File: config.mk
export PLATFORM = sky130hd
export DESIGN_NAME = encoder_event_speed_estimator
export DESIGN_NICKNAME = d
export VERILOG_FILES = /design/src/rtl/ees_pkg.sv /design/src/rtl/ees_csr.sv /design/src/rtl/ees_divider.sv /design/src/rtl/ees_core.sv /design/src/rtl/encoder_event_speed_estimator.sv
export VERILOG_INCLUDE_DIRS = /design/src /design/src/rtl
export SDC_FILE = /design/constraint.sdc
export NUM_CORES = 2
export LEC_CHECK = 0
export ABC_CLOCK_PERIOD_IN_PS = 6750
export BUFFER_PORTS_ARGS = -buffer_cell sky130_fd_sc_hd__buf_4
export CAP_MARGIN = 20
export CORE_MARGIN = 3
export CORE_UTILIZATION = 60
export DETAILED_ROUTE_END_ITERATION = 10
export HOLD_SLACK_MARGIN = 0.08
export PLACE_DENSITY_LB_ADDON = 0.15
export SLEW_MARGIN = 10
export SYNTH_ARGS = -nofsm -noshare
export SYNTH_HDL_FRONTEND = slang
export SYNTH_SLANG_ARGS = --single-unit
File: constraint.sdc
create_clock -name clock -period 6.75 [get_ports clock]
set_clock_uncertainty 0.1 [all_clocks]
set_input_delay 1.0125 -clock clock [delete_from_list [all_inputs] [get_ports clock]]
set_output_delay 1.0125 -clock clock [all_outputs]
set_load 0.02 [all_outputs]
File: src/rtl/encoder_event_speed_estimator_macros.svh
// assertion macros shared by the encoder event speed estimator rtl
`ifndef ENCODER_EVENT_SPEED_ESTIMATOR_MACROS_SVH
`define ENCODER_EVENT_SPEED_ESTIMATOR_MACROS_SVH

// condition implies property in the same cycle
`define EES_ASSERT_SAME(label, clk, rst, cond, prop, msg) \
   label: assert property (@(posedge clk) disable iff (rst) (cond) |-> (prop)) \
      else $error(msg);

// condition implies property in the next cycle
`define EES_ASSERT_NEXT(label, clk, rst, cond, prop, msg) \
   label: assert property (@(posedge clk) disable iff (rst) (cond) |=> (prop)) \
      else $error(msg);

// property holds at every clock edge
`define EES_ASSERT_ALWAYS(label, clk, rst, prop, msg) \
   label: assert property (@(posedge clk) disable iff (rst) (prop)) \
      else $error(msg);

`endif

File: src/rtl/ees_pkg.sv
// shared widths, constants and types of the encoder event speed estimator
package ees_pkg;

   localparam int TimeW     = 40;
   localparam int SpeedW    = 32;
   localparam int ThrW      = 20;
   localparam int TripsW    = 8;
   localparam int LagW      = 4;
   localparam int DenW      = TripsW + TimeW;
   localparam int ReqDataW  = 40;
   localparam int RspDataW  = 72;
   localparam int CsrAddrW  = 4;
   localparam int CsrDataW  = 32;

   localparam logic [SpeedW-1:0] SpeedMax = '1;

   typedef enum logic [1:0] {
      REG_CLOSE_THRESHOLD = 2'd0,
      REG_PULSES_PER_REV  = 2'd1,
      REG_SPEED_LAG       = 2'd2
   } reg_index_type;

   typedef struct packed {
      logic [ThrW-1:0]   close_threshold;
      logic [TripsW-1:0] pulses_per_rev;
      logic [LagW-1:0]   speed_lag;
   } cfg_type;

   typedef struct packed {
      logic              done;
      logic              saturated;
      logic [SpeedW-1:0] quotient;
   } div_status_type;

endpackage

File: src/rtl/ees_csr.sv
// apb configuration registers of the encoder event speed estimator
module ees_csr (
   input  logic                          clock,
   input  logic                          reset,
   input  logic                          csr_psel,
   input  logic                          csr_penable,
   input  logic                          csr_pwrite,
   input  logic [ees_pkg::CsrAddrW-1:0]  csr_paddr,
   input  logic [ees_pkg::CsrDataW-1:0]  csr_pwdata,
   output logic [ees_pkg::CsrDataW-1:0]  csr_prdata,
   output logic                          csr_pready,
   output ees_pkg::cfg_type              cfg
);

   localparam logic [ees_pkg::ThrW-1:0]   ThrReset   = 20'd1000;
   localparam logic [ees_pkg::TripsW-1:0] TripsReset = 8'd12;
   localparam logic [ees_pkg::LagW-1:0]   LagReset   = 4'd2;

   ees_pkg::reg_index_type        index;
   logic                          wr_en;
   logic [ees_pkg::ThrW-1:0]      thr_ff, thr_in;
   logic [ees_pkg::TripsW-1:0]    trips_ff, trips_in;
   logic [ees_pkg::LagW-1:0]      lag_ff, lag_in;

   assign csr_pready = 1'b1;
   assign index      = ees_pkg::reg_index_type'(csr_paddr[3:2]);
   assign wr_en      = csr_psel && csr_penable && csr_pwrite && csr_pready;

   always_comb begin
      thr_in   = thr_ff;
      trips_in = trips_ff;
      lag_in   = lag_ff;
      if (wr_en) begin
         case (index)
            ees_pkg::REG_CLOSE_THRESHOLD: thr_in = csr_pwdata[ees_pkg::ThrW-1:0];
            ees_pkg::REG_PULSES_PER_REV:  trips_in = csr_pwdata[ees_pkg::TripsW-1:0];
            ees_pkg::REG_SPEED_LAG:       lag_in = csr_pwdata[ees_pkg::LagW-1:0];
            default: ;
         endcase
      end
   end

   always_comb begin
      case (index)
         ees_pkg::REG_CLOSE_THRESHOLD: csr_prdata = ees_pkg::CsrDataW'(thr_ff);
         ees_pkg::REG_PULSES_PER_REV:  csr_prdata = ees_pkg::CsrDataW'(trips_ff);
         ees_pkg::REG_SPEED_LAG:       csr_prdata = ees_pkg::CsrDataW'(lag_ff);
         default:                      csr_prdata = '0;
      endcase
   end

   always_ff @(posedge clock) begin
      if (reset) begin
         thr_ff   <= ThrReset;
         trips_ff <= TripsReset;
         lag_ff   <= LagReset;
      end else begin
         thr_ff   <= thr_in;
         trips_ff <= trips_in;
         lag_ff   <= lag_in;
      end
   end

   assign cfg.close_threshold = thr_ff;
   assign cfg.pulses_per_rev  = trips_ff;
   assign cfg.speed_lag       = lag_ff;

endmodule

File: src/rtl/ees_divider.sv
// bit-serial restoring divider with 32-bit quotient and saturation check
module ees_divider #(
   parameter int NumW = 53
) (
   input  logic                         clock,
   input  logic                         reset,
   input  logic                         start,
   input  logic [NumW-1:0]              num,
   input  logic [ees_pkg::DenW-1:0]     den,
   output ees_pkg::div_status_type      status
);

   localparam int QW   = ees_pkg::SpeedW;
   localparam int DW   = ees_pkg::DenW;
   localparam int HiW  = NumW - QW;
   localparam int CmpW = (HiW > DW) ? HiW : DW;
   localparam int CntW = $clog2(QW);

   logic [CmpW-1:0] hi_ext;
   logic            sat_now;
   logic [DW:0]     shifted;
   logic [DW:0]     diff;
   logic            ge;

   logic            busy_ff, busy_in;
   logic            done_ff, done_in;
   logic [CntW-1:0] cnt_ff;
   logic            sat_ff;
   logic [DW-1:0]   rem_ff;
   logic [DW-1:0]   den_ff;
   logic [QW-1:0]   lo_ff;
   logic [QW-1:0]   quo_ff;

   assign hi_ext  = CmpW'(num[NumW-1:QW]);
   assign sat_now = hi_ext >= CmpW'(den);
   assign shifted = {rem_ff, lo_ff[QW-1]};
   assign diff    = shifted - {1'b0, den_ff};
   assign ge      = shifted >= {1'b0, den_ff};

   always_comb begin
      busy_in = busy_ff;
      done_in = 1'b0;
      if (start) begin
         busy_in = !sat_now;
         done_in = sat_now;
      end else if (busy_ff && cnt_ff == '0) begin
         busy_in = 1'b0;
         done_in = 1'b1;
      end
   end

   always_ff @(posedge clock) begin
      if (reset) begin
         busy_ff <= 1'b0;
         done_ff <= 1'b0;
      end else begin
         busy_ff <= busy_in;
         done_ff <= done_in;
      end
   end

   always_ff @(posedge clock) begin
      if (start) begin
         sat_ff <= sat_now;
         rem_ff <= hi_ext[DW-1:0];
         den_ff <= den;
         lo_ff  <= num[QW-1:0];
         quo_ff <= '0;
         cnt_ff <= CntW'(QW - 1);
      end else if (busy_ff) begin
         rem_ff <= ge ? diff[DW-1:0] : shifted[DW-1:0];
         lo_ff  <= {lo_ff[QW-2:0], 1'b0};
         quo_ff <= {quo_ff[QW-2:0], ge};
         cnt_ff <= cnt_ff - CntW'(1);
      end
   end

   assign status.done      = done_ff;
   assign status.saturated = sat_ff;
   assign status.quotient  = quo_ff;

endmodule

File: src/rtl/ees_core.sv
// event filter, history memory, interval arithmetic and result register
`include "encoder_event_speed_estimator_macros.svh"

module ees_core #(
   parameter int MAX_LAG          = 8,
   parameter int TICKS_PER_SECOND = 1000000
) (
   input  logic                          clock,
   input  logic                          reset,
   input  ees_pkg::cfg_type              cfg,
   input  logic                          req_tvalid,
   output logic                          req_tready,
   input  logic [ees_pkg::ReqDataW-1:0]  req_tdata,
   input  logic                          req_tuser,
   output logic                          rsp_tvalid,
   input  logic                          rsp_tready,
   output logic [ees_pkg::RspDataW-1:0]  rsp_tdata,
   output logic                          rsp_tuser,
   output logic                          rsp_tlast
);

   localparam int TW    = ees_pkg::TimeW;
   localparam int PtrW  = $clog2(MAX_LAG);
   localparam int CntW  = $clog2(MAX_LAG + 1);
   localparam int TpsW  = $clog2(TICKS_PER_SECOND + 1);
   localparam int ProdW = CntW + TpsW;
   localparam int NumW  = (ProdW + 16 > 33) ? ProdW + 16 : 33;
   localparam int LCW   = (CntW > ees_pkg::LagW) ? CntW : ees_pkg::LagW;
   localparam int IW    = CntW + 1;
   localparam int MinLag = 2;

   typedef enum logic [2:0] {
      S_IDLE,
      S_CHECK,
      S_DT,
      S_MUL,
      S_DIVST,
      S_DIV,
      S_EMIT0,
      S_EMIT1
   } state_type;

   state_type state_ff, state_in;
   logic      seen_ff, seen_in;
   logic [CntW-1:0] count_ff, count_in;
   logic [PtrW-1:0] ptr_ff, ptr_in;
   logic      rsp_valid_ff, rsp_valid_in;

   logic [TW-1:0]   t_ff;
   logic [TW-1:0]   prev_ff;
   logic [CntW-1:0] m_ff;
   logic            count_one_ff;
   logic [TW-1:0]   dt_ff;
   logic            dt_bad_ff;
   logic [TW-1:0]   back_ff;
   logic [NumW-1:0] num_ff;
   logic [ees_pkg::DenW-1:0] den_ff;
   logic [ees_pkg::SpeedW-1:0] speed_ff;
   logic            bad_ff;
   logic [ees_pkg::SpeedW-1:0] out_speed_ff;
   logic [TW-1:0]   out_time_ff;
   logic            out_bad_ff;
   logic            out_last_ff;

   logic [TW-1:0]   hist_mem [MAX_LAG];
   logic [TW-1:0]   rd_data_ff;

   logic            accept;
   logic            out_free;
   logic            out_load;
   logic            out_last;
   logic            mem_we;
   logic            div_start;
   logic [PtrW-1:0] ptr_next;
   logic [CntW-1:0] count_next;
   logic [TW:0]     fwd, bwd, dt_raw;
   logic [TW-1:0]   mag;
   logic            close;
   logic [LCW-1:0]  lag_ext, lag_eff, count_ext, m_ext;
   logic [CntW-1:0] m;
   logic [IW-1:0]   ptr_iw, m_iw, idx_sum;
   logic [PtrW-1:0] raddr;
   logic [ees_pkg::TripsW-1:0] trips_eff;
   logic [ProdW-1:0] prod;
   ees_pkg::div_status_type div_status;

   assign req_tready = (state_ff == S_IDLE);
   assign accept     = req_tvalid && req_tready;
   assign out_free   = !rsp_valid_ff || rsp_tready;

   assign ptr_next   = (ptr_ff == PtrW'(MAX_LAG - 1)) ? '0 : ptr_ff + PtrW'(1);
   assign count_next = (count_ff == CntW'(MAX_LAG)) ? count_ff : count_ff + CntW'(1);

   // double trip check against the previous raw event
   assign fwd   = {1'b0, t_ff} - {1'b0, prev_ff};
   assign bwd   = {1'b0, prev_ff} - {1'b0, t_ff};
   assign mag   = fwd[TW] ? bwd[TW-1:0] : fwd[TW-1:0];
   assign close = mag < TW'(cfg.close_threshold);

   // events spanned by this interval
   always_comb begin
      lag_ext   = LCW'(cfg.speed_lag);
      count_ext = LCW'(count_ff);
      if (lag_ext < LCW'(MinLag)) begin
         lag_eff = LCW'(MinLag);
      end else if (lag_ext > LCW'(MAX_LAG)) begin
         lag_eff = LCW'(MAX_LAG);
      end else begin
         lag_eff = lag_ext;
      end
      m_ext = (count_ext < lag_eff) ? count_ext : lag_eff;
   end
   assign m = m_ext[CntW-1:0];

   // history slot m places back
   assign ptr_iw  = IW'(ptr_ff);
   assign m_iw    = IW'(m);
   assign idx_sum = (ptr_iw >= m_iw) ? ptr_iw - m_iw : ptr_iw + IW'(MAX_LAG) - m_iw;
   assign raddr   = idx_sum[PtrW-1:0];

   assign dt_raw    = {1'b0, t_ff} - {1'b0, rd_data_ff};
   assign trips_eff = (cfg.pulses_per_rev == '0) ? ees_pkg::TripsW'(1) : cfg.pulses_per_rev;
   assign prod      = ProdW'(m_ff) * ProdW'(TICKS_PER_SECOND);

   always_comb begin
      state_in     = state_ff;
      seen_in      = seen_ff;
      count_in     = count_ff;
      ptr_in       = ptr_ff;
      rsp_valid_in = rsp_valid_ff && !rsp_tready;
      mem_we       = 1'b0;
      div_start    = 1'b0;
      out_load     = 1'b0;
      out_last     = 1'b0;
      case (state_ff)
         S_IDLE: begin
            if (accept) begin
               state_in = S_CHECK;
               if (req_tuser) begin
                  seen_in  = 1'b0;
                  count_in = '0;
                  ptr_in   = '0;
               end
            end
         end
         S_CHECK: begin
            if (!seen_ff) begin
               state_in = S_IDLE;
               if (t_ff != '0) begin
                  seen_in  = 1'b1;
                  mem_we   = 1'b1;
                  ptr_in   = ptr_next;
                  count_in = count_next;
               end
            end else if (close) begin
               state_in = S_IDLE;
            end else begin
               state_in = S_DT;
            end
         end
         S_DT: begin
            state_in = S_MUL;
         end
         S_MUL: begin
            if (dt_bad_ff) begin
               state_in = count_one_ff ? S_EMIT0 : S_EMIT1;
            end else begin
               state_in = S_DIVST;
            end
         end
         S_DIVST: begin
            div_start = 1'b1;
            state_in  = S_DIV;
         end
         S_DIV: begin
            if (div_status.done) begin
               state_in = count_one_ff ? S_EMIT0 : S_EMIT1;
            end
         end
         S_EMIT0: begin
            if (out_free) begin
               out_load = 1'b1;
               state_in = S_EMIT1;
            end
         end
         S_EMIT1: begin
            if (out_free) begin
               out_load = 1'b1;
               out_last = 1'b1;
               mem_we   = 1'b1;
               ptr_in   = ptr_next;
               count_in = count_next;
               state_in = S_IDLE;
            end
         end
         default: begin
            state_in = S_IDLE;
         end
      endcase
      if (out_load) begin
         rsp_valid_in = 1'b1;
      end
   end

   always_ff @(posedge clock) begin
      if (reset) begin
         state_ff     <= S_IDLE;
         seen_ff      <= 1'b0;
         count_ff     <= '0;
         ptr_ff       <= '0;
         rsp_valid_ff <= 1'b0;
      end else begin
         state_ff     <= state_in;
         seen_ff      <= seen_in;
         count_ff     <= count_in;
         ptr_ff       <= ptr_in;
         rsp_valid_ff <= rsp_valid_in;
      end
   end

   always_ff @(posedge clock) begin
      if (accept) begin
         t_ff <= req_tdata[TW-1:0];
      end
      if (state_ff == S_CHECK && (seen_ff || t_ff != '0)) begin
         prev_ff <= t_ff;
      end
      if (state_ff == S_CHECK) begin
         m_ff         <= m;
         count_one_ff <= (count_ff == CntW'(1));
      end
      if (state_ff == S_DT) begin
         dt_ff     <= dt_raw[TW-1:0];
         dt_bad_ff <= dt_raw[TW] || (dt_raw == '0);
         back_ff   <= rd_data_ff;
         num_ff    <= NumW'({prod, 16'b0});
      end
      if (state_ff == S_MUL) begin
         den_ff <= ees_pkg::DenW'(trips_eff) * ees_pkg::DenW'(dt_ff);
         if (dt_bad_ff) begin
            speed_ff <= ees_pkg::SpeedMax;
            bad_ff   <= 1'b1;
         end
      end
      if (state_ff == S_DIV && div_status.done) begin
         speed_ff <= div_status.saturated ? ees_pkg::SpeedMax : div_status.quotient;
         bad_ff   <= div_status.saturated;
      end
      if (out_load) begin
         out_speed_ff <= speed_ff;
         out_time_ff  <= out_last ? t_ff : back_ff;
         out_bad_ff   <= bad_ff;
         out_last_ff  <= out_last;
      end
   end

   // time history, one write and one registered read per cycle
   always_ff @(posedge clock) begin
      if (mem_we) begin
         hist_mem[ptr_ff] <= t_ff;
      end
      rd_data_ff <= hist_mem[raddr];
   end

   ees_divider #(
      .NumW (NumW)
   ) u_divider (
      .clock  (clock),
      .reset  (reset),
      .start  (div_start),
      .num    (num_ff),
      .den    (den_ff),
      .status (div_status)
   );

   assign rsp_tvalid = rsp_valid_ff;
   assign rsp_tdata  = {out_time_ff, out_speed_ff};
   assign rsp_tuser  = out_bad_ff;
   assign rsp_tlast  = out_last_ff;

   `EES_ASSERT_SAME(a_seen_has_history, clock, reset, state_ff == S_CHECK && seen_ff, count_ff != '0, "history empty after first event")
   `EES_ASSERT_ALWAYS(a_count_bound, clock, reset, 32'(count_ff) <= MAX_LAG, "accepted count beyond max lag")
   `EES_ASSERT_ALWAYS(a_ptr_bound, clock, reset, 32'(ptr_ff) < MAX_LAG, "history pointer out of range")
   `EES_ASSERT_SAME(a_div_done_state, clock, reset, div_status.done, state_ff == S_DIV, "divider finished outside wait state")
   `EES_ASSERT_NEXT(a_final_pushes, clock, reset, state_ff == S_EMIT1 && out_free, rsp_valid_ff && rsp_tlast && count_ff != '0, "final item not marked or not pushed")

endmodule

File: src/rtl/encoder_event_speed_estimator.sv
// Encoder event speed estimator, top level.
// req channel: one encoder trip timestamp per item; tuser marks the first event of a record
// and clears the event history before that event is handled.
// rsp channel: speed in Q16.16 revolutions per second with the accepted event time; tuser
// flags a zero or negative interval or a saturated speed, tlast marks the final item that
// one input caused. The second accepted event of a record gives two items, the first with the earlier event time.
// csr port: close_threshold at 0x0, pulses_per_rev at 0x4, speed_lag at 0x8.
// Timing: a zero event before the first one of a record, a duplicate or a first event is
// taken with no result. An accepted event's result is set by the 32-step serial divider,
// and no new item is taken until the previous one has loaded its last result; a quotient
// that saturates is known when the divider starts, so its result comes without the serial
// steps; a bad interval skips the divider altogether.
// The history lives in a MAX_LAG entry memory with registered read and one write port.
// Reset: registers return to 1000 / 12 / 2, history is empty, no item is pending.
// Stall: a result waits in the output register while rsp_tready is low; the next input
// item is still taken, and its own result waits until the register is free.
module encoder_event_speed_estimator #(
   parameter int MAX_LAG          = 8,
   parameter int TICKS_PER_SECOND = 1000000
) (
   input  logic                          clock,
   input  logic                          reset,
   input  logic                          csr_psel,
   input  logic                          csr_penable,
   input  logic                          csr_pwrite,
   input  logic [ees_pkg::CsrAddrW-1:0]  csr_paddr,
   input  logic [ees_pkg::CsrDataW-1:0]  csr_pwdata,
   output logic [ees_pkg::CsrDataW-1:0]  csr_prdata,
   output logic                          csr_pready,
   input  logic                          req_tvalid,
   output logic                          req_tready,
   input  logic [ees_pkg::ReqDataW-1:0]  req_tdata,   // event_time
   input  logic                          req_tuser,   // record_start
   output logic                          rsp_tvalid,
   input  logic                          rsp_tready,
   output logic [ees_pkg::RspDataW-1:0]  rsp_tdata,   // speed_q16, accepted_time
   output logic                          rsp_tuser,   // bad_interval
   output logic                          rsp_tlast
);

   ees_pkg::cfg_type cfg;

   ees_csr u_csr (
      .clock       (clock),
      .reset       (reset),
      .csr_psel    (csr_psel),
      .csr_penable (csr_penable),
      .csr_pwrite  (csr_pwrite),
      .csr_paddr   (csr_paddr),
      .csr_pwdata  (csr_pwdata),
      .csr_prdata  (csr_prdata),
      .csr_pready  (csr_pready),
      .cfg         (cfg)
   );

   ees_core #(
      .MAX_LAG          (MAX_LAG),
      .TICKS_PER_SECOND (TICKS_PER_SECOND)
   ) u_core (
      .clock      (clock),
      .reset      (reset),
      .cfg        (cfg),
      .req_tvalid (req_tvalid),
      .req_tready (req_tready),
      .req_tdata  (req_tdata),
      .req_tuser  (req_tuser),
      .rsp_tvalid (rsp_tvalid),
      .rsp_tready (rsp_tready),
      .rsp_tdata  (rsp_tdata),
      .rsp_tuser  (rsp_tuser),
      .rsp_tlast  (rsp_tlast)
   );

endmodule
After elaboration in Yosys (flattened, before gate mapping)
Memory sizes are Yosys's and may differ from the RTL's. A register that Yosys moved wholly into a read port is not among the register bits.
Cells that the tools add are included.
{"block": "op_classes", "addsub": 10, "mul": 2, "order_cmp": 7, "n_eq_ne": 19, "mux": 61, "n_reduce_logical": 33}
{"cell": "two-way mux 32 bit", "n": 6}
{"cell": "subtractor 40 x 40 -> 41 bit", "n": 2}
{"cell": "two-way mux 40 bit", "n": 2}
{"cell": "one-hot mux 20 bit (3 select lines)", "n": 1}
{"cell": ">= comparator 49 x 48 -> 1 bit", "n": 1}
{"cell": ">= comparator 8 x 48 -> 1 bit", "n": 1}
{"cell": "multiplier 8 x 40 -> 48 bit", "n": 1}
{"cell": "two-way mux 48 bit", "n": 1}
{"cell": "subtractor 48 bit", "n": 1}
{"cell": "zero test 41 bit", "n": 1}
{"cell": "< comparator 40 x 20 -> 1 bit", "n": 1}
{"cell": "nonzero test 40 bit", "n": 1}
{"cell": "subtractor 40 bit", "n": 1}
{"cell": "two-way mux 3 bit", "n": 13}
{"cell": "two-way mux 4 bit", "n": 9}
{"cell": "two-way mux 8 bit", "n": 3}
{"cell": "one-hot mux 3 bit (8 select lines)", "n": 1}
{"cell": "two-way mux 1 bit", "n": 20}
{"cell": "multiplier 4 x 14 -> 18 bit, second input constant", "n": 1}
{"cell": "equality test 3 bit, second input constant", "n": 5}
{"cell": "one-hot mux 4 bit (3 select lines)", "n": 1}
{"cell": "nonzero test 2 bit", "n": 5}
{"cell": "one-hot mux 3 bit (3 select lines)", "n": 1}
{"cell": "zero test 8 bit", "n": 1}
{"cell": "30 further kinds", "n": 52}
{"block": "word_totals", "register_bits": 550, "ram_bits": 320, "in_bits": 84, "out_inout_bits": 109, "wordCells": 166, "memories": 1}
{"memory": "u_core.hist_mem", "words": 8, "word_bits": 40, "rd": 1, "rd_clocked_by_memory_dff": 1, "wr": 1, "line_no": "ees_core.sv:65", "rtl": "logic [TW-1:0] hist_mem [MAX_LAG];"}

Logic depth before layout (Yosys ltp)
{"block": "depth", "ltp_word": 7, "depth_mapped": 26, "ltp_nobuf": 25}

By module
From an unflattened synthesis, not the netlist that was laid out.
{"block": "unflattened", "hier_cells": 4526, "area_unflattened_um2": 53451.3}
{"module": "ees_core", "instances": 1, "cells_each": 3355, "area_each_um2": 41996.5, "seq_area_each_um2": 20769.9}
{"module": "ees_divider", "instances": 1, "cells_each": 983, "area_each_um2": 9735.6, "seq_area_each_um2": 4254.1}
{"module": "ees_csr", "instances": 1, "cells_each": 188, "area_each_um2": 1719.1, "seq_area_each_um2": 640.6}

Worst setup path after synthesis
OpenSTA, ideal clock, no wires.
{"block": "synth_timing", "path_type": "reg2reg", "start": "reg u_csr.trips_ff[7] (netlist bit)", "end": "reg u_core.den_ff[47] (netlist bit), data pin", "setup_ns": 0.207, "t_arrival_ns": 5.330, "required_time_ns": 6.443, "setup_slack_ns": 1.113, "stages_incl_launch_ff": 22, "path_buffers": 1, "synth_period_minus_slack_ns": 5.637, "path_cell_list": "dfxtp_1 > clkbuf_1 > nand2_1 > fa_1 > fa_1 > inv_1 > fa_1 > inv_1 > fa_1 > inv_1 > ha_1 > o21a_1 > o31a_1 > o21ba_2 > o21ai_0 > a2111oi_0 > o21ai_0 > a31oi_1 > a21o_1 > a21o_1 > mux2i_1 > a2111oi_0"}
{"block": "synth_between", "elab_chain_len": 3}
{"element": "start: declaration", "line_no": "ees_csr.sv:22", "rtl": "logic [ees_pkg::TripsW-1:0] trips_ff, trips_in;"}
{"element": "start signal: assignment", "line_no": "ees_csr.sv:55", "rtl": "trips_ff <= TripsReset;"}
{"element": "start signal: assignment", "line_no": "ees_csr.sv:59", "rtl": "trips_ff <= trips_in;"}
{"element": "zero test 8 bit", "line_no": "ees_core.sv:122", "rtl": "assign trips_eff = (cfg.pulses_per_rev == '0) ? ees_pkg::TripsW'(1) : cfg.pulses_per_rev;"}
{"element": "two-way mux 8 bit (*)", "line_no": "ees_core.sv:122"}
{"element": "multiplier 8 x 40 -> 48 bit (*)", "line_no": "ees_core.sv:239", "rtl": "den_ff <= ees_pkg::DenW'(trips_eff) * ees_pkg::DenW'(dt_ff);"}
{"element": "end signal: assignment", "line_no": "ees_core.sv:239"}
{"element": "end: declaration", "line_no": "ees_core.sv:57", "rtl": "logic [ees_pkg::DenW-1:0] den_ff;"}
Every way passes the cells marked *; elsewhere a longest branch is shown, timed or not.
A chain may end at the register's enable or synchronous reset.

Final worst setup path
{"block": "layout_timing", "start": "reg u_csr.trips_ff[3] (netlist bit)", "end": "reg u_core.den_ff[47] (netlist bit), data pin"}
The elaborated chain is that of the path after synthesis.

==> impl_metrics.csv <==
group,metric,value,unit
setup_path,crit_type,"reg -> reg",
place,place_inst,5886,
floorplanning,io-pin-count,193,
worst_hold_path,hold_path_class,"reg -> reg",
timing,max_freq,159,MHz
clock_network,cts_made_buffers,91,
pwr,irDropWorstVdd,0.427,mV
floorplanning,initial_utilization,0.608,
timing,worstMarginPinSlew,1.17,ns
detailed_routing,detail-route-antenna-nets,0,
clock_network,cts_tree,"built",
timing,finalSetupViolations,0,
place,dpl.hpwl,92800,um
grt,grt_pass1_vias,35746,
timing,slew_headroom,0.213,
place,io_buffers,165,
clock_network,cts_root_buf,"clkbuf_16",
floorplanning,core,87000,um2
detailed_routing,drc,0,
setup_path,critPathBufInv,4,
synth,ys_types,82,
cells_and_area,layout_commonest_cell,"edfxtp_1",
grt,grt_use_total,0.286,
timing,maxSlewViolCount,0,
grt,antenna_found_initial,1,
cells_and_area,insertedDiodeCount,0,
cells_and_area,n_fill_cell,6584,
clock_network,cts_setup_buffers,0,
setup_path,crit_chain,"nand2_1 -> fa_1 -> fa_1 -> inv_1 -> fa_1 -> inv_1 -> fa_1 -> inv_1 -> ha_1 -> or3_1 -> o21ba_2 -> o21ai_0 -> a2111oi_0 -> buf_4 -> o21ai_0 -> a31oi_1 -> a21o_1 -> a21o_1 -> mux2i_1 -> a2111oi_0",
clock_network,clkTransAtPathRegs,0.06,ns
grt,grt_pass1_wl,202000,um
floorplanning,die_h,303,um
detailed_routing,wire_per_inst,21.5,um
setup_path,cp_max_fo,18,
setup_path,start_kind,"flop",
setup_path,slowest_delay,0.70,ns
flow_run,maxCapViolCount,0,
synth,ys_seq_elements,887,
cells_and_area,layoutNonFillerInstCount,6058,
synth,synth_flop_cell,"edfxtp_1",
synth,synth_edf_count,724,
grt,grt_max_degree,79,
outcome,status,"finished clean",
pwr,p_leak,24.1,nW
synth,seq_area_frac_synth,0.473,
setup_path,worstPathArrival,6.63,ns
place,gp_congestion,0.965,
synth,synth_area,52900,um2
synth,async_reset_ff_frac,0,
setup_path,crit_top_cell,"fa_1",
setup_path,critPathRequiredTime,7.10,ns
cells_and_area,drive_above_1_share,0.118,
clock_network,cts_buffer_depth,3,
timing,finalCriticalPeriod,6.28,ns
cells_and_area,final_nets,5436,
clock_network,h-tree-depth,3,
detailed_routing,wirelength,130000,um
detailed_routing,drt_pass1_iterations,6,
timing,post-route-period-util,0.930,
timing,finalSetupTns,0,ns
floorplanning,dieArea,91700,um2
setup_path,crit_family,"adder cells",
detailed_routing,via_count,35734,
timing,hold_viol,0,
synth,syn_area_per_cell,11.3,um2
clock_network,cts.sinks,887,
detailed_routing,viasPerCell,5.90,
setup_path,cp_slowest_cell,"dfxtp_1",
cells_and_area,area_growth_syn_to_layout,11.2,%
synth,syn_inst,4670,
pwr,power_density,280,nW/um2
clock_network,clk_latency,0.70,ns
floorplanning,row_count,108,
detailed_routing,drtIter0Drc,2603,
floorplanning,die_x,303,um
grt,gr-total-overflow,0,
timing,rsz0062_at_grt,"false",
setup_path,worst_setup_path_end_kind,"flop",
synth,yosys_warnings,0,
cells_and_area,mostFrequentLayoutCells,"724 x edfxtp_1, 536 x inv_1, 353 x nand2_1, 289 x ha_1, 285 x a21oi_1",
[timing repair]
action / CTS / global route
endpoints found under the setup margin: 0 / 3
hold buffers: 0 / 0
gates resized for setup: 0 / 8
[cells in the mapped netlist (all sizes together), types with 91 or more instances]
library cell  instances  area, um2
edfxtp              724      21700
inv                 537       2020
a21o                107        803
ha                  290       3630
fa                  238       4760
nand2               353       1330
clkbuf              163        612
a21oi               287       1440
and2                269       1680
xnor2                91        797
dfxtp               163       3260
nor2                214        803
o21ai               205       1030
[flip-flops by register name, summed over array words and instances (netlist names), 5 cells and up]
name	count
u_core.rd_data_ff	40
u_core.hist_mem	320
u_core.out_time_ff	40
u_core.u_divider.quo_ff	32
u_core.num_ff	16
u_core.u_divider.den_ff	48
u_core.den_ff	48
u_core.speed_ff	32
u_core.dt_ff	40
u_csr.thr_ff	20
u_core.u_divider.lo_ff	10
u_core.u_divider.rem_ff	48
u_core.out_speed_ff	32
u_core.prev_ff	40
u_core.u_divider.cnt_ff	5
u_csr.trips_ff	8
u_core.back_ff	40
u_core.t_ff	40
[cells by family after synthesis]
| logic type | synth area share |
|---|---|
| adder cells (fa/ha/maj) | 0.159 |
| other | 0.000142 |
| flip-flops | 0.473 |
| buffers and inverters | 0.0537 |
| XOR/XNOR | 0.0239 |
| AO/OA/AOI/OAI | 0.114 |
| AND/OR/NAND/NOR | 0.116 |
| multiplexers | 0.0601 |
[layer usage]
metal | up-vias | part of all wire | track usage | wire length (um)
li1 | 16801 | - | - | -
met1 | 17620 | 0.42 | 0.375 | 54800
met2 | 1054 | 0.49 | 0.492 | 64200
met3 | 257 | 0.047 | 0.0362 | 6070
met4 | 2 | 0.038 | 0.101 | 4950
met5 | - | 0.00010 | 0 | 13
[path summary, 6_finish.rpt]
check,from,to,slack (ns),depth (start not counted)
setup / recovery,u_csr.trips_ff[3]$_SDFFE_PP1P_,u_core.den_ff[47]$_DFFE_PN_,0.47,20
hold / removal,u_core.speed_ff[8]$_SDFFCE_PP1P_,u_core.out_speed_ff[8]$_DFFE_PP_,0.32,0
setup reg to reg,u_csr.trips_ff[3]$_SDFFE_PP1P_,u_core.den_ff[47]$_DFFE_PN_,0.47,20
hold reg to reg,u_core.speed_ff[8]$_SDFFCE_PP1P_,u_core.out_speed_ff[8]$_DFFE_PP_,0.32,0
[layout make-up]
| cell class | count | area (um2) | share of cell area |
|---|---|---|---|
| clock buffer | 125 | 2560 | 0.0435 |
| clock inverter | 47 | 672 | 0.0114 |
| inverter | 537 | 2020 | 0.0343 |
| multi-input combinational | 3059 | 25200 | 0.429 |
| sequential | 887 | 25000 | 0.426 |
| tap | 1155 | 1450 | 0.0246 |
| timing repair buffer | 248 | 1880 | 0.0320 |
[worst reg2reg max path: cells and delay by family, from the launching register on]
| kind | cells | cell delay [ns] |
|---|---|---|
| muxes | 1 | 0.14 |
| AOI/OAI and AO/OA | 8 | 1.97 |
| adders and majority gates | 5 | 2.29 |
| buffers and inverters | 4 | 0.32 |
| and+or+nand+nor | 2 | 0.57 |
| DFF | 1 | 0.70 |
[where the power goes]
part	internal [W]	total (W)	switching, W
clock	0.00309	0.00531	0.00222
sequential	0.00633	0.00654	0.000218
combinational	0.00185	0.00461	0.00276
[stage by stage]
| step | power [W] | utilization | setup WS, ns | instance area [um2] | hold WS, ns |
|---|---|---|---|---|---|
| finish | 0.0165 | 0.675 | 0.472 | 58800 | 0.317 |
| global route | 0.0173 | 0.675 | 0.0116 | 58800 | 0.326 |
| CTS | 0.0165 | 0.675 | 0.301 | 58800 | 0.319 |
| detailed placement | 0.0112 | 0.638 | 0.287 | 55500 | 0.305 |
| global placement | 0.0111 | 0.638 | 0.375 | 55500 | 0.302 |
| floorplan | 0.00997 | - | 1.11 | 52900 | 0.300 |
(Power assumes the default switching activity.)
